## src/rtl/tms_pkg.sv

```systemverilog
// Shared types and constants for the transform mode sequencer.
// Holds payload structs, mode and rod codes, register indexes and reset values.
// No dependencies.
package tms_pkg;

   // Field widths
   localparam int POS_BITS   = 12;
   localparam int TIME_BITS  = 32;
   localparam int ROD_T_BITS = 16;
   localparam int CSR_DATA_BITS  = 16;
   localparam int CSR_INDEX_BITS = 3;

   // Servo settle window, in position counts
   localparam logic [POS_BITS-1:0] CLOSE_ENOUGH = POS_BITS'(70);

   // Switch positions
   localparam logic [1:0] SW_UP   = 2'd1;
   localparam logic [1:0] SW_DOWN = 2'd2;

   typedef enum logic [2:0] {
      MODE_INIT       = 3'd0,
      MODE_STOP       = 3'd1,
      MODE_FLY        = 3'd2,
      MODE_GROUND     = 3'd3,
      MODE_G2F_ROD    = 3'd4,
      MODE_G2F_SERVO  = 3'd5,
      MODE_F2G_SERVO  = 3'd6,
      MODE_F2G_ROD    = 3'd7
   } mode_type;

   typedef enum logic [1:0] {
      ROD_OFF     = 2'd0,
      ROD_RETRACT = 2'd1,
      ROD_EXTEND  = 2'd2
   } rod_type;

   typedef enum logic [CSR_INDEX_BITS-1:0] {
      CSR_FRONT_FLY    = 3'd0,
      CSR_REAR_FLY     = 3'd1,
      CSR_FRONT_GROUND = 3'd2,
      CSR_REAR_GROUND  = 3'd3,
      CSR_EXTEND_TIME  = 3'd4,
      CSR_RETRACT_TIME = 3'd5,
      CSR_MOVE_SPEED   = 3'd6,
      CSR_SERVO_ACCEL  = 3'd7
   } csr_index_type;

   // Register reset values
   localparam logic [POS_BITS-1:0]   RST_TARGET       = POS_BITS'(2048);
   localparam logic [ROD_T_BITS-1:0] RST_ROD_TIME     = ROD_T_BITS'(3000);
   localparam logic [15:0]           RST_MOVE_SPEED   = 16'd1000;
   localparam logic [7:0]            RST_SERVO_ACCEL  = 8'd50;

   typedef struct packed {
      logic [TIME_BITS-1:0] tick_time;
      logic [1:0]           enable_switch;
      logic [1:0]           shape_switch;
      logic [POS_BITS-1:0]  front_servo_pos;
      logic [POS_BITS-1:0]  rear_servo_pos;
   } req_type;

   typedef struct packed {
      logic [2:0]          mode;
      logic                torque_cmd_valid;
      logic                torque_on;
      logic                rod_cmd_valid;
      logic [1:0]          rod_cmd;
      logic                pos_cmd_valid;
      logic [POS_BITS-1:0] front_target_out;
      logic [POS_BITS-1:0] rear_target_out;
   } rsp_type;

   // Configuration values seen by the sequencing logic
   typedef struct packed {
      logic [POS_BITS-1:0]   front_fly_target;
      logic [POS_BITS-1:0]   rear_fly_target;
      logic [POS_BITS-1:0]   front_ground_target;
      logic [POS_BITS-1:0]   rear_ground_target;
      logic [ROD_T_BITS-1:0] extend_time;
      logic [ROD_T_BITS-1:0] retract_time;
      logic [15:0]           move_speed;
      logic [7:0]            servo_accel;
   } cfg_type;

endpackage

```

## src/rtl/tms_csr.sv

```systemverilog
// Configuration register file for the transform mode sequencer.
// Depends on tms_pkg for register indexes, widths and reset values.
module tms_csr (
   input  logic                                 clock,
   input  logic                                 reset,
   input  logic                                 csr_valid,
   input  logic [tms_pkg::CSR_INDEX_BITS-1:0]   csr_index,
   input  logic [tms_pkg::CSR_DATA_BITS-1:0]    csr_data,
   output tms_pkg::cfg_type                     cfg
);

   tms_pkg::cfg_type cfg_ff;
   tms_pkg::cfg_type cfg_in;

   // Update the addressed register, truncated to its width
   always_comb begin
      cfg_in = cfg_ff;
      if (csr_valid) begin
         unique case (tms_pkg::csr_index_type'(csr_index))
            tms_pkg::CSR_FRONT_FLY:
               cfg_in.front_fly_target = csr_data[tms_pkg::POS_BITS-1:0];
            tms_pkg::CSR_REAR_FLY:
               cfg_in.rear_fly_target = csr_data[tms_pkg::POS_BITS-1:0];
            tms_pkg::CSR_FRONT_GROUND:
               cfg_in.front_ground_target = csr_data[tms_pkg::POS_BITS-1:0];
            tms_pkg::CSR_REAR_GROUND:
               cfg_in.rear_ground_target = csr_data[tms_pkg::POS_BITS-1:0];
            tms_pkg::CSR_EXTEND_TIME:
               cfg_in.extend_time = csr_data[tms_pkg::ROD_T_BITS-1:0];
            tms_pkg::CSR_RETRACT_TIME:
               cfg_in.retract_time = csr_data[tms_pkg::ROD_T_BITS-1:0];
            tms_pkg::CSR_MOVE_SPEED:
               cfg_in.move_speed = csr_data[15:0];
            tms_pkg::CSR_SERVO_ACCEL:
               cfg_in.servo_accel = csr_data[7:0];
            default: cfg_in = cfg_ff;
         endcase
      end
   end

   always_ff @(posedge clock) begin
      if (reset) begin
         cfg_ff.front_fly_target    <= tms_pkg::RST_TARGET;
         cfg_ff.rear_fly_target     <= tms_pkg::RST_TARGET;
         cfg_ff.front_ground_target <= tms_pkg::RST_TARGET;
         cfg_ff.rear_ground_target  <= tms_pkg::RST_TARGET;
         cfg_ff.extend_time         <= tms_pkg::RST_ROD_TIME;
         cfg_ff.retract_time        <= tms_pkg::RST_ROD_TIME;
         cfg_ff.move_speed          <= tms_pkg::RST_MOVE_SPEED;
         cfg_ff.servo_accel         <= tms_pkg::RST_SERVO_ACCEL;
      end else begin
         cfg_ff <= cfg_in;
      end
   end

   assign cfg = cfg_ff;

endmodule

```

## src/rtl/tms_core.sv

```systemverilog
// Mode state and per-tick update logic for the transform mode sequencer.
// Depends on tms_pkg for the mode codes, payload and configuration structs.
module tms_core (
   input  logic              clock,
   input  logic              reset,
   input  logic              advance,
   input  tms_pkg::req_type  item,
   input  tms_pkg::cfg_type  cfg,
   output tms_pkg::rsp_type  result
);

   tms_pkg::mode_type              mode_ff, mode_in;
   tms_pkg::mode_type              saved_ff, saved_in;
   logic [tms_pkg::TIME_BITS-1:0]  start_ff, start_in;

   logic [tms_pkg::TIME_BITS-1:0]  now;
   logic [tms_pkg::TIME_BITS-1:0]  extend_end;
   logic [tms_pkg::TIME_BITS-1:0]  retract_end;
   logic                           extend_done;
   logic                           retract_done;
   logic                           fly_settled;
   logic                           ground_settled;
   logic                           entered;

   // Absolute difference below the settle window
   function automatic logic near_target(input logic [tms_pkg::POS_BITS-1:0] pos,
                                        input logic [tms_pkg::POS_BITS-1:0] target);
      logic [tms_pkg::POS_BITS-1:0] diff;
      diff = (pos >= target) ? (pos - target) : (target - pos);
      return diff < tms_pkg::CLOSE_ENOUGH;
   endfunction

   // Rod phase end times wrap with the time counter
   assign now          = item.tick_time[tms_pkg::TIME_BITS-1:0];
   assign extend_end   = start_ff + tms_pkg::TIME_BITS'(cfg.extend_time);
   assign retract_end  = start_ff + tms_pkg::TIME_BITS'(cfg.retract_time);
   assign extend_done  = now > extend_end;
   assign retract_done = now > retract_end;

   assign fly_settled    = near_target(item.front_servo_pos, cfg.front_fly_target)
                         & near_target(item.rear_servo_pos, cfg.rear_fly_target);
   assign ground_settled = near_target(item.front_servo_pos, cfg.front_ground_target)
                         & near_target(item.rear_servo_pos, cfg.rear_ground_target);

   // Next mode; disable takes priority over everything
   always_comb begin
      mode_in  = mode_ff;
      saved_in = saved_ff;
      start_in = start_ff;
      priority if (item.enable_switch == tms_pkg::SW_DOWN) begin
         if (mode_ff != tms_pkg::MODE_STOP) begin
            saved_in = mode_ff;
         end
         mode_in = tms_pkg::MODE_STOP;
      end else begin
         unique case (mode_ff)
            tms_pkg::MODE_STOP: begin
               mode_in = saved_ff;
            end
            tms_pkg::MODE_INIT: begin
               mode_in  = tms_pkg::MODE_F2G_ROD;
               start_in = now;
            end
            tms_pkg::MODE_FLY: begin
               if (item.shape_switch == tms_pkg::SW_DOWN) begin
                  mode_in  = tms_pkg::MODE_F2G_ROD;
                  start_in = now;
               end
            end
            tms_pkg::MODE_GROUND: begin
               if (item.shape_switch == tms_pkg::SW_UP) begin
                  mode_in  = tms_pkg::MODE_G2F_ROD;
                  start_in = now;
               end
            end
            tms_pkg::MODE_G2F_ROD: begin
               if (extend_done) begin
                  mode_in = tms_pkg::MODE_G2F_SERVO;
               end
            end
            tms_pkg::MODE_G2F_SERVO: begin
               if (fly_settled) begin
                  mode_in = tms_pkg::MODE_FLY;
               end
            end
            tms_pkg::MODE_F2G_SERVO: begin
               if (ground_settled) begin
                  mode_in = tms_pkg::MODE_GROUND;
               end
            end
            tms_pkg::MODE_F2G_ROD: begin
               if (retract_done) begin
                  mode_in = tms_pkg::MODE_F2G_SERVO;
               end
            end
            default: mode_in = mode_ff;
         endcase
      end
   end

   assign entered = (mode_in != mode_ff);

   // Commands for the new mode; transitions issue them on entry only
   always_comb begin
      result                  = '0;
      result.mode             = mode_in;
      unique case (mode_in)
         tms_pkg::MODE_INIT, tms_pkg::MODE_STOP: begin
            result.torque_cmd_valid = 1'b1;
            result.rod_cmd_valid    = 1'b1;
            result.rod_cmd          = tms_pkg::ROD_OFF;
         end
         tms_pkg::MODE_FLY: begin
            result.torque_cmd_valid = 1'b1;
            result.torque_on        = 1'b1;
            result.rod_cmd_valid    = 1'b1;
            result.rod_cmd          = tms_pkg::ROD_EXTEND;
         end
         tms_pkg::MODE_GROUND: begin
            result.torque_cmd_valid = 1'b1;
            result.torque_on        = 1'b1;
            result.rod_cmd_valid    = 1'b1;
            result.rod_cmd          = tms_pkg::ROD_RETRACT;
         end
         tms_pkg::MODE_G2F_ROD: begin
            if (entered) begin
               result.torque_cmd_valid = 1'b1;
               result.rod_cmd_valid    = 1'b1;
               result.rod_cmd          = tms_pkg::ROD_EXTEND;
            end
         end
         tms_pkg::MODE_G2F_SERVO: begin
            if (entered) begin
               result.torque_cmd_valid = 1'b1;
               result.torque_on        = 1'b1;
               result.rod_cmd_valid    = 1'b1;
               result.rod_cmd          = tms_pkg::ROD_EXTEND;
               result.pos_cmd_valid    = 1'b1;
               result.front_target_out = cfg.front_fly_target;
               result.rear_target_out  = cfg.rear_fly_target;
            end
         end
         tms_pkg::MODE_F2G_SERVO: begin
            if (entered) begin
               result.torque_cmd_valid = 1'b1;
               result.torque_on        = 1'b1;
               result.rod_cmd_valid    = 1'b1;
               result.rod_cmd          = tms_pkg::ROD_RETRACT;
               result.pos_cmd_valid    = 1'b1;
               result.front_target_out = cfg.front_ground_target;
               result.rear_target_out  = cfg.rear_ground_target;
            end
         end
         tms_pkg::MODE_F2G_ROD: begin
            if (entered) begin
               result.torque_cmd_valid = 1'b1;
               result.rod_cmd_valid    = 1'b1;
               result.rod_cmd          = tms_pkg::ROD_RETRACT;
            end
         end
         default: result.mode = mode_in;
      endcase
   end

   // Commit the state when the tick moves to the result register
   always_ff @(posedge clock) begin
      if (reset) begin
         mode_ff  <= tms_pkg::MODE_INIT;
         saved_ff <= tms_pkg::MODE_INIT;
         start_ff <= '0;
      end else if (advance) begin
         mode_ff  <= mode_in;
         saved_ff <= saved_in;
         start_ff <= start_in;
      end
   end

endmodule

```

## src/rtl/transform_mode_sequencer.sv

```systemverilog
// Top level of the transform mode sequencer: input and result registers.
// Depends on tms_pkg, tms_csr and tms_core.
//
// Takes one control tick per clock cycle while req_ready is high and returns
// exactly one result beat per tick, in order. A tick is captured in an input
// register at its accepting edge, the mode update and command selection run as
// one pass of compare-and-select logic, and the result register loads the
// outcome once it is free or draining, and offers it as the result beat.
// While a finished result waits on rsp_ready, the input register takes one more
// tick and then req_ready drops until the result leaves; the throughput is one
// tick per cycle whenever the result side takes beats. Configuration writes are
// taken at any time (csr_ready is always high) and should be issued only while
// no tick is in flight.
module transform_mode_sequencer (
   input  logic                                clock,
   input  logic                                reset,
   input  logic                                req_valid,
   output logic                                req_ready,
   input  tms_pkg::req_type                    req_data,
   output logic                                rsp_valid,
   input  logic                                rsp_ready,
   output tms_pkg::rsp_type                    rsp_data,
   input  logic                                csr_valid,
   output logic                                csr_ready,
   input  logic [tms_pkg::CSR_INDEX_BITS-1:0]  csr_index,
   input  logic [tms_pkg::CSR_DATA_BITS-1:0]   csr_data
);

   logic              in_valid_ff, in_valid_in;
   tms_pkg::req_type  in_data_ff, in_data_in;
   logic              out_valid_ff, out_valid_in;
   tms_pkg::rsp_type  out_data_ff, out_data_in;
   logic              advance;
   tms_pkg::cfg_type  cfg;
   tms_pkg::rsp_type  result;

   assign csr_ready = 1'b1;

   tms_csr u_csr (
      .clock     (clock),
      .reset     (reset),
      .csr_valid (csr_valid),
      .csr_index (csr_index),
      .csr_data  (csr_data),
      .cfg       (cfg)
   );

   tms_core u_core (
      .clock   (clock),
      .reset   (reset),
      .advance (advance),
      .item    (in_data_ff),
      .cfg     (cfg),
      .result  (result)
   );

   // Move a tick forward when the result register is free or draining
   assign advance   = in_valid_ff & (~out_valid_ff | rsp_ready);
   assign req_ready = ~in_valid_ff | advance;

   // Input register
   always_comb begin
      in_valid_in = in_valid_ff;
      in_data_in  = in_data_ff;
      if (req_valid && req_ready) begin
         in_valid_in = 1'b1;
         in_data_in  = req_data;
      end else if (advance) begin
         in_valid_in = 1'b0;
      end
   end

   // Result register
   always_comb begin
      out_valid_in = out_valid_ff;
      out_data_in  = out_data_ff;
      if (advance) begin
         out_valid_in = 1'b1;
         out_data_in  = result;
      end else if (rsp_ready) begin
         out_valid_in = 1'b0;
      end
   end

   always_ff @(posedge clock) begin
      if (reset) begin
         in_valid_ff  <= 1'b0;
         out_valid_ff <= 1'b0;
      end else begin
         in_valid_ff  <= in_valid_in;
         out_valid_ff <= out_valid_in;
      end
   end

   // Payload holds need no reset
   always_ff @(posedge clock) begin
      in_data_ff  <= in_data_in;
      out_data_ff <= out_data_in;
   end

   assign rsp_valid = out_valid_ff;
   assign rsp_data  = out_data_ff;

endmodule

```

## config.mk

```make
export PLATFORM = sky130hd
export DESIGN_NAME = transform_mode_sequencer
export DESIGN_NICKNAME = d
export VERILOG_FILES = /design/src/rtl/tms_pkg.sv /design/src/rtl/tms_csr.sv /design/src/rtl/tms_core.sv /design/src/rtl/transform_mode_sequencer.sv
export SDC_FILE = /design/constraint.sdc
export NUM_CORES = 1
export LEC_CHECK = 0
export BUFFER_PORTS_ARGS = -buffer_cell sky130_fd_sc_hd__clkbuf_2
export CORE_UTILIZATION = 30
export CTS_BUF_LIST = sky130_fd_sc_hd__clkbuf_8 sky130_fd_sc_hd__clkbuf_16
export CTS_CLUSTER_DIAMETER = 40
export CTS_CLUSTER_SIZE = 16
export DETAILED_ROUTE_END_ITERATION = 10
export PLACE_DENSITY = 0.47
export SYNTH_ARGS = -nofsm -noshare
export SYNTH_HDL_FRONTEND = slang
export SYNTH_SLANG_ARGS = --single-unit
```

## constraint.sdc

```tcl
create_clock -name clock -period 7.15 [get_ports clock]
set_input_delay 0.3575 -clock clock [delete_from_list [all_inputs] [get_ports clock]]
set_output_delay 0.3575 -clock clock [all_outputs]
set_load 0.02 [all_outputs]
```

==> results_dict.tcl <==
set metrics [dict create \
    async_flop_share_pct 0 \
    cts_tree "built" \
    ios 120 \
    grt_use_total_pct 18.0 \
    slew_violations 0 \
    synth-main-ff-cell "dfxtp_1" \
    skew_ns 0.0300 \
    hpwl_um 35300 \
    drt_wl_total_um 47200 \
    clk_pin_slew_ns 0.05 \
    ant_nets 0 \
    cts_sinks 213 \
    detail_route.wl_per_cell_um 17.7 \
    synth_xor_xnor_area_share_pct 5.13 \
    cp_slowest_cell "or4bb_1" \
    p_leak_nw 7.72 \
    io_buffers 118 \
    gr-total-overflow 0 \
    synth_enable_flop_cells 93 \
    crit_type "register to register" \
    root_buffer "clkbuf_16" \
    rows 82 \
    grt_pass1_wl_um 74100 \
    drc 0 \
    min_from "csr_data[12]" \
    grt_max_degree 97 \
    die_h_um 228 \
    yosysWarnings 0 \
    final-setup-viol-count 0 \
    min_path_cells 3 \
    hold_viol 0 \
    whs_endpoint "u_csr.cfg[52]" \
    drt_iter0_drc 741 \
    synth.most_common_cell "nand2_1" \
    r2r-start "u_core.start_ff[0]" \
    multiInputGateArea_um2 9390 \
    fmax_mhz 157 \
    synth_area_um2 15400 \
    required_ns 7.58 \
    p_per_area_nw_per_um2 225 \
    critPathMaxStageDelay_ns 0.54 \
    ys_top_cells_by_area "edfxtp_1 18%, dfxtp_1 16%, ha_1 15%" \
    cts_max_path_buffers 3 \
    finalCritPeriodShare_pct 89.3 \
    cp_max_fo 8 \
    synth-seq-cells 213 \
    fp.dieW_um 228 \
    core_area_um2 50400 \
    yosys.area_share.simple_pct 18.3 \
    worstPathArrival_ns 6.81 \
    fin_ws_ns 0.767 \
    num-nets-final 2238 \
    cap_violations 0 \
    synthCells 1794 \
    seqCellArea_um2 5190 \
    min_path_type "input pin to register" \
    first_pass_iters 5 \
    peakVddDrop_v 0.000160 \
    worst_pin_slew_ns 1.05 \
    synth_nets 2076 \
    viasPerCell 5.03 \
    slew_headroom_pct 29.7 \
    period_needed_ns 6.38 \
    critPathLaunchType "register" \
    netlist_top_cells_count "273 x nand2_1, 202 x a21oi_1, 188 x ha_1" \
    cts.repair.resized 0 \
    fp.dieArea_um2 52100 \
    rsz0062_at_grt "no" \
    path_common_cell "o21ai_0" \
    status "complete, no violations" \
    cts-buffers-inserted 47 \
    synth_top_area_cell "edfxtp_1" \
    yosysSeqAreaShare_pct 33.8 \
    antenna_found_initial 2 \
    rr_endpoint "rsp_data[26]" \
    synth.top_cell.area_share_pct 18.2 \
    initial_core_util_pct 30.5 \
    grt_pass1_vias 13375 \
    synth_compound_area_share_pct 20.0 \
    reg2reg_setup_slack_ns 0.77 \
    r2r_cells 28 \
    h-tree-depth 2 \
    yosysUniqueCellTypes 80 \
    fin_tns_setup_ns 0 \
    drive_above_1_share_pct 11.8 \
    synth_top_family_by_area "compound AO/OA/AOI/OAI gates" \
    muxShareOfSynthArea_pct 0.994 \
    clock_latency_ns 0.60 \
    num-fill-cells 5108 \
    synthAdderAreaFrac_pct 16.6 \
    place.gp.congestion 0.879 \
    vias 13414 \
    syn_avg_cell_area_um2 8.56 \
    critPathCaptureType "register" \
    pre_cts_slack_ns 0.791 \
    area_growth_pct 22.4 \
]
worst max path at each step:
stage | from | to | cells past startpoint
5_1_grt | u_core.start_ff[0] | rsp_data[26] | 28
4_1_cts | u_core.start_ff[0] | rsp_data[26] | 28
3_3_place_gp | u_csr.cfg[41] | rsp_data[26] | 26
2_1_floorplan | u_csr.cfg[40] | rsp_data[26] | 27
3_5_place_dp | u_core.start_ff[1] | rsp_data[26] | 25
6_report | u_core.start_ff[0] | rsp_data[26] | 28
metrics by stage:
step	total power, mW	hold slack, ns	instances	instance area [µm²]	util [%]
floorplan	1.85	0.441	1794	15400	-
global placement	2.05	0.451	2515	16500	32.8
detailed placement	2.06	0.456	2515	16500	32.8
CTS	4.30	0.00655	2667	18800	37.3
global route	4.44	0.0216	2669	18800	37.3
finish	4.23	0.0296	2669	18800	37.3
logic make-up after synthesis:
| family | count (synthesis) |
|---|---|
| AND/OR/NAND/NOR | 592 |
| AO/OA/AOI/OAI | 487 |
| flip-flops | 213 |
| adder cells (fa/ha/maj) | 198 |
| buffers and inverters | 198 |
| XOR/XNOR | 90 |
| multiplexers | 15 |
| other | 1 |
area by class of cell:
| class | count | area share (%) |
|---|---|---|
| Timing Repair Buffer | 190 | 6.88 |
| Sequential cell | 213 | 27.6 |
| Clock inverter | 34 | 1.72 |
| Multi-Input combinational cell | 1383 | 50.0 |
| Antenna cell | 2 | 0.0266 |
| Inverter | 121 | 2.42 |
| Tap cell | 672 | 4.47 |
| Clock buffer | 54 | 6.89 |
layer usage:
metal	global-route usage [%]	wire length, µm	up-vias
met5	0	0	-
met1	23.2	22000	6304
li1	-	-	6753
met4	6.84	1470	0
met3	3.20	1940	87
met2	29.9	21800	270
report_power, final:
part | switching [mW] | internal [mW] | leakage (nW) | total (mW)
sequential | 0.0580 | 1.33 | 1.86 | 1.39
combinational | 0.394 | 0.276 | 5.05 | 0.670
clock | 0.804 | 1.36 | 0.812 | 2.17
total | 1.26 | 2.97 | 7.72 | 4.23
layout by cell type (no fill, tap or decap), types with 32 or more instances in the layout:
cell type	netlist	final
nand2_1	273	273
a21oi_1	202	202
ha_1	188	188
inv_1	120	123
dfxtp_1	120	120
clkbuf_2	0	117
edfxtp_1	93	93
nor2_1	75	74
o21ai_0	74	74
dlygate4sd3_1	0	64
nand3_1	61	61
xor2_1	58	58
clkbuf_16	0	49
a21o_1	40	40
xnor2_1	32	32
sequential cells by signal (all words and copies together) (netlist names):
name / cells
in_valid_ff: 1
rsp_valid: 1
u_csr.cfg: 80
in_data_ff: 60
u_core.start_ff: 32
rsp_data: 33
u_core.mode_ff: 3
u_core.saved_ff: 3
critical path, delay by kind of cell, from the launching register on:
family	cells	cell delay, ns
buf+inv	2	0.23
xor+xnor	1	0.09
compound gates	14	2.92
flops	1	0.35
simple gates	8	1.76
fa+ha+maj	3	0.87
repair_timing:
item | CTS | global route
endpoints found under the hold margin | 65 | 0
setup buffers | 0 | 0
hold buffers | 64 | 0
No activity file was read; power rests on OpenSTA's default activity.
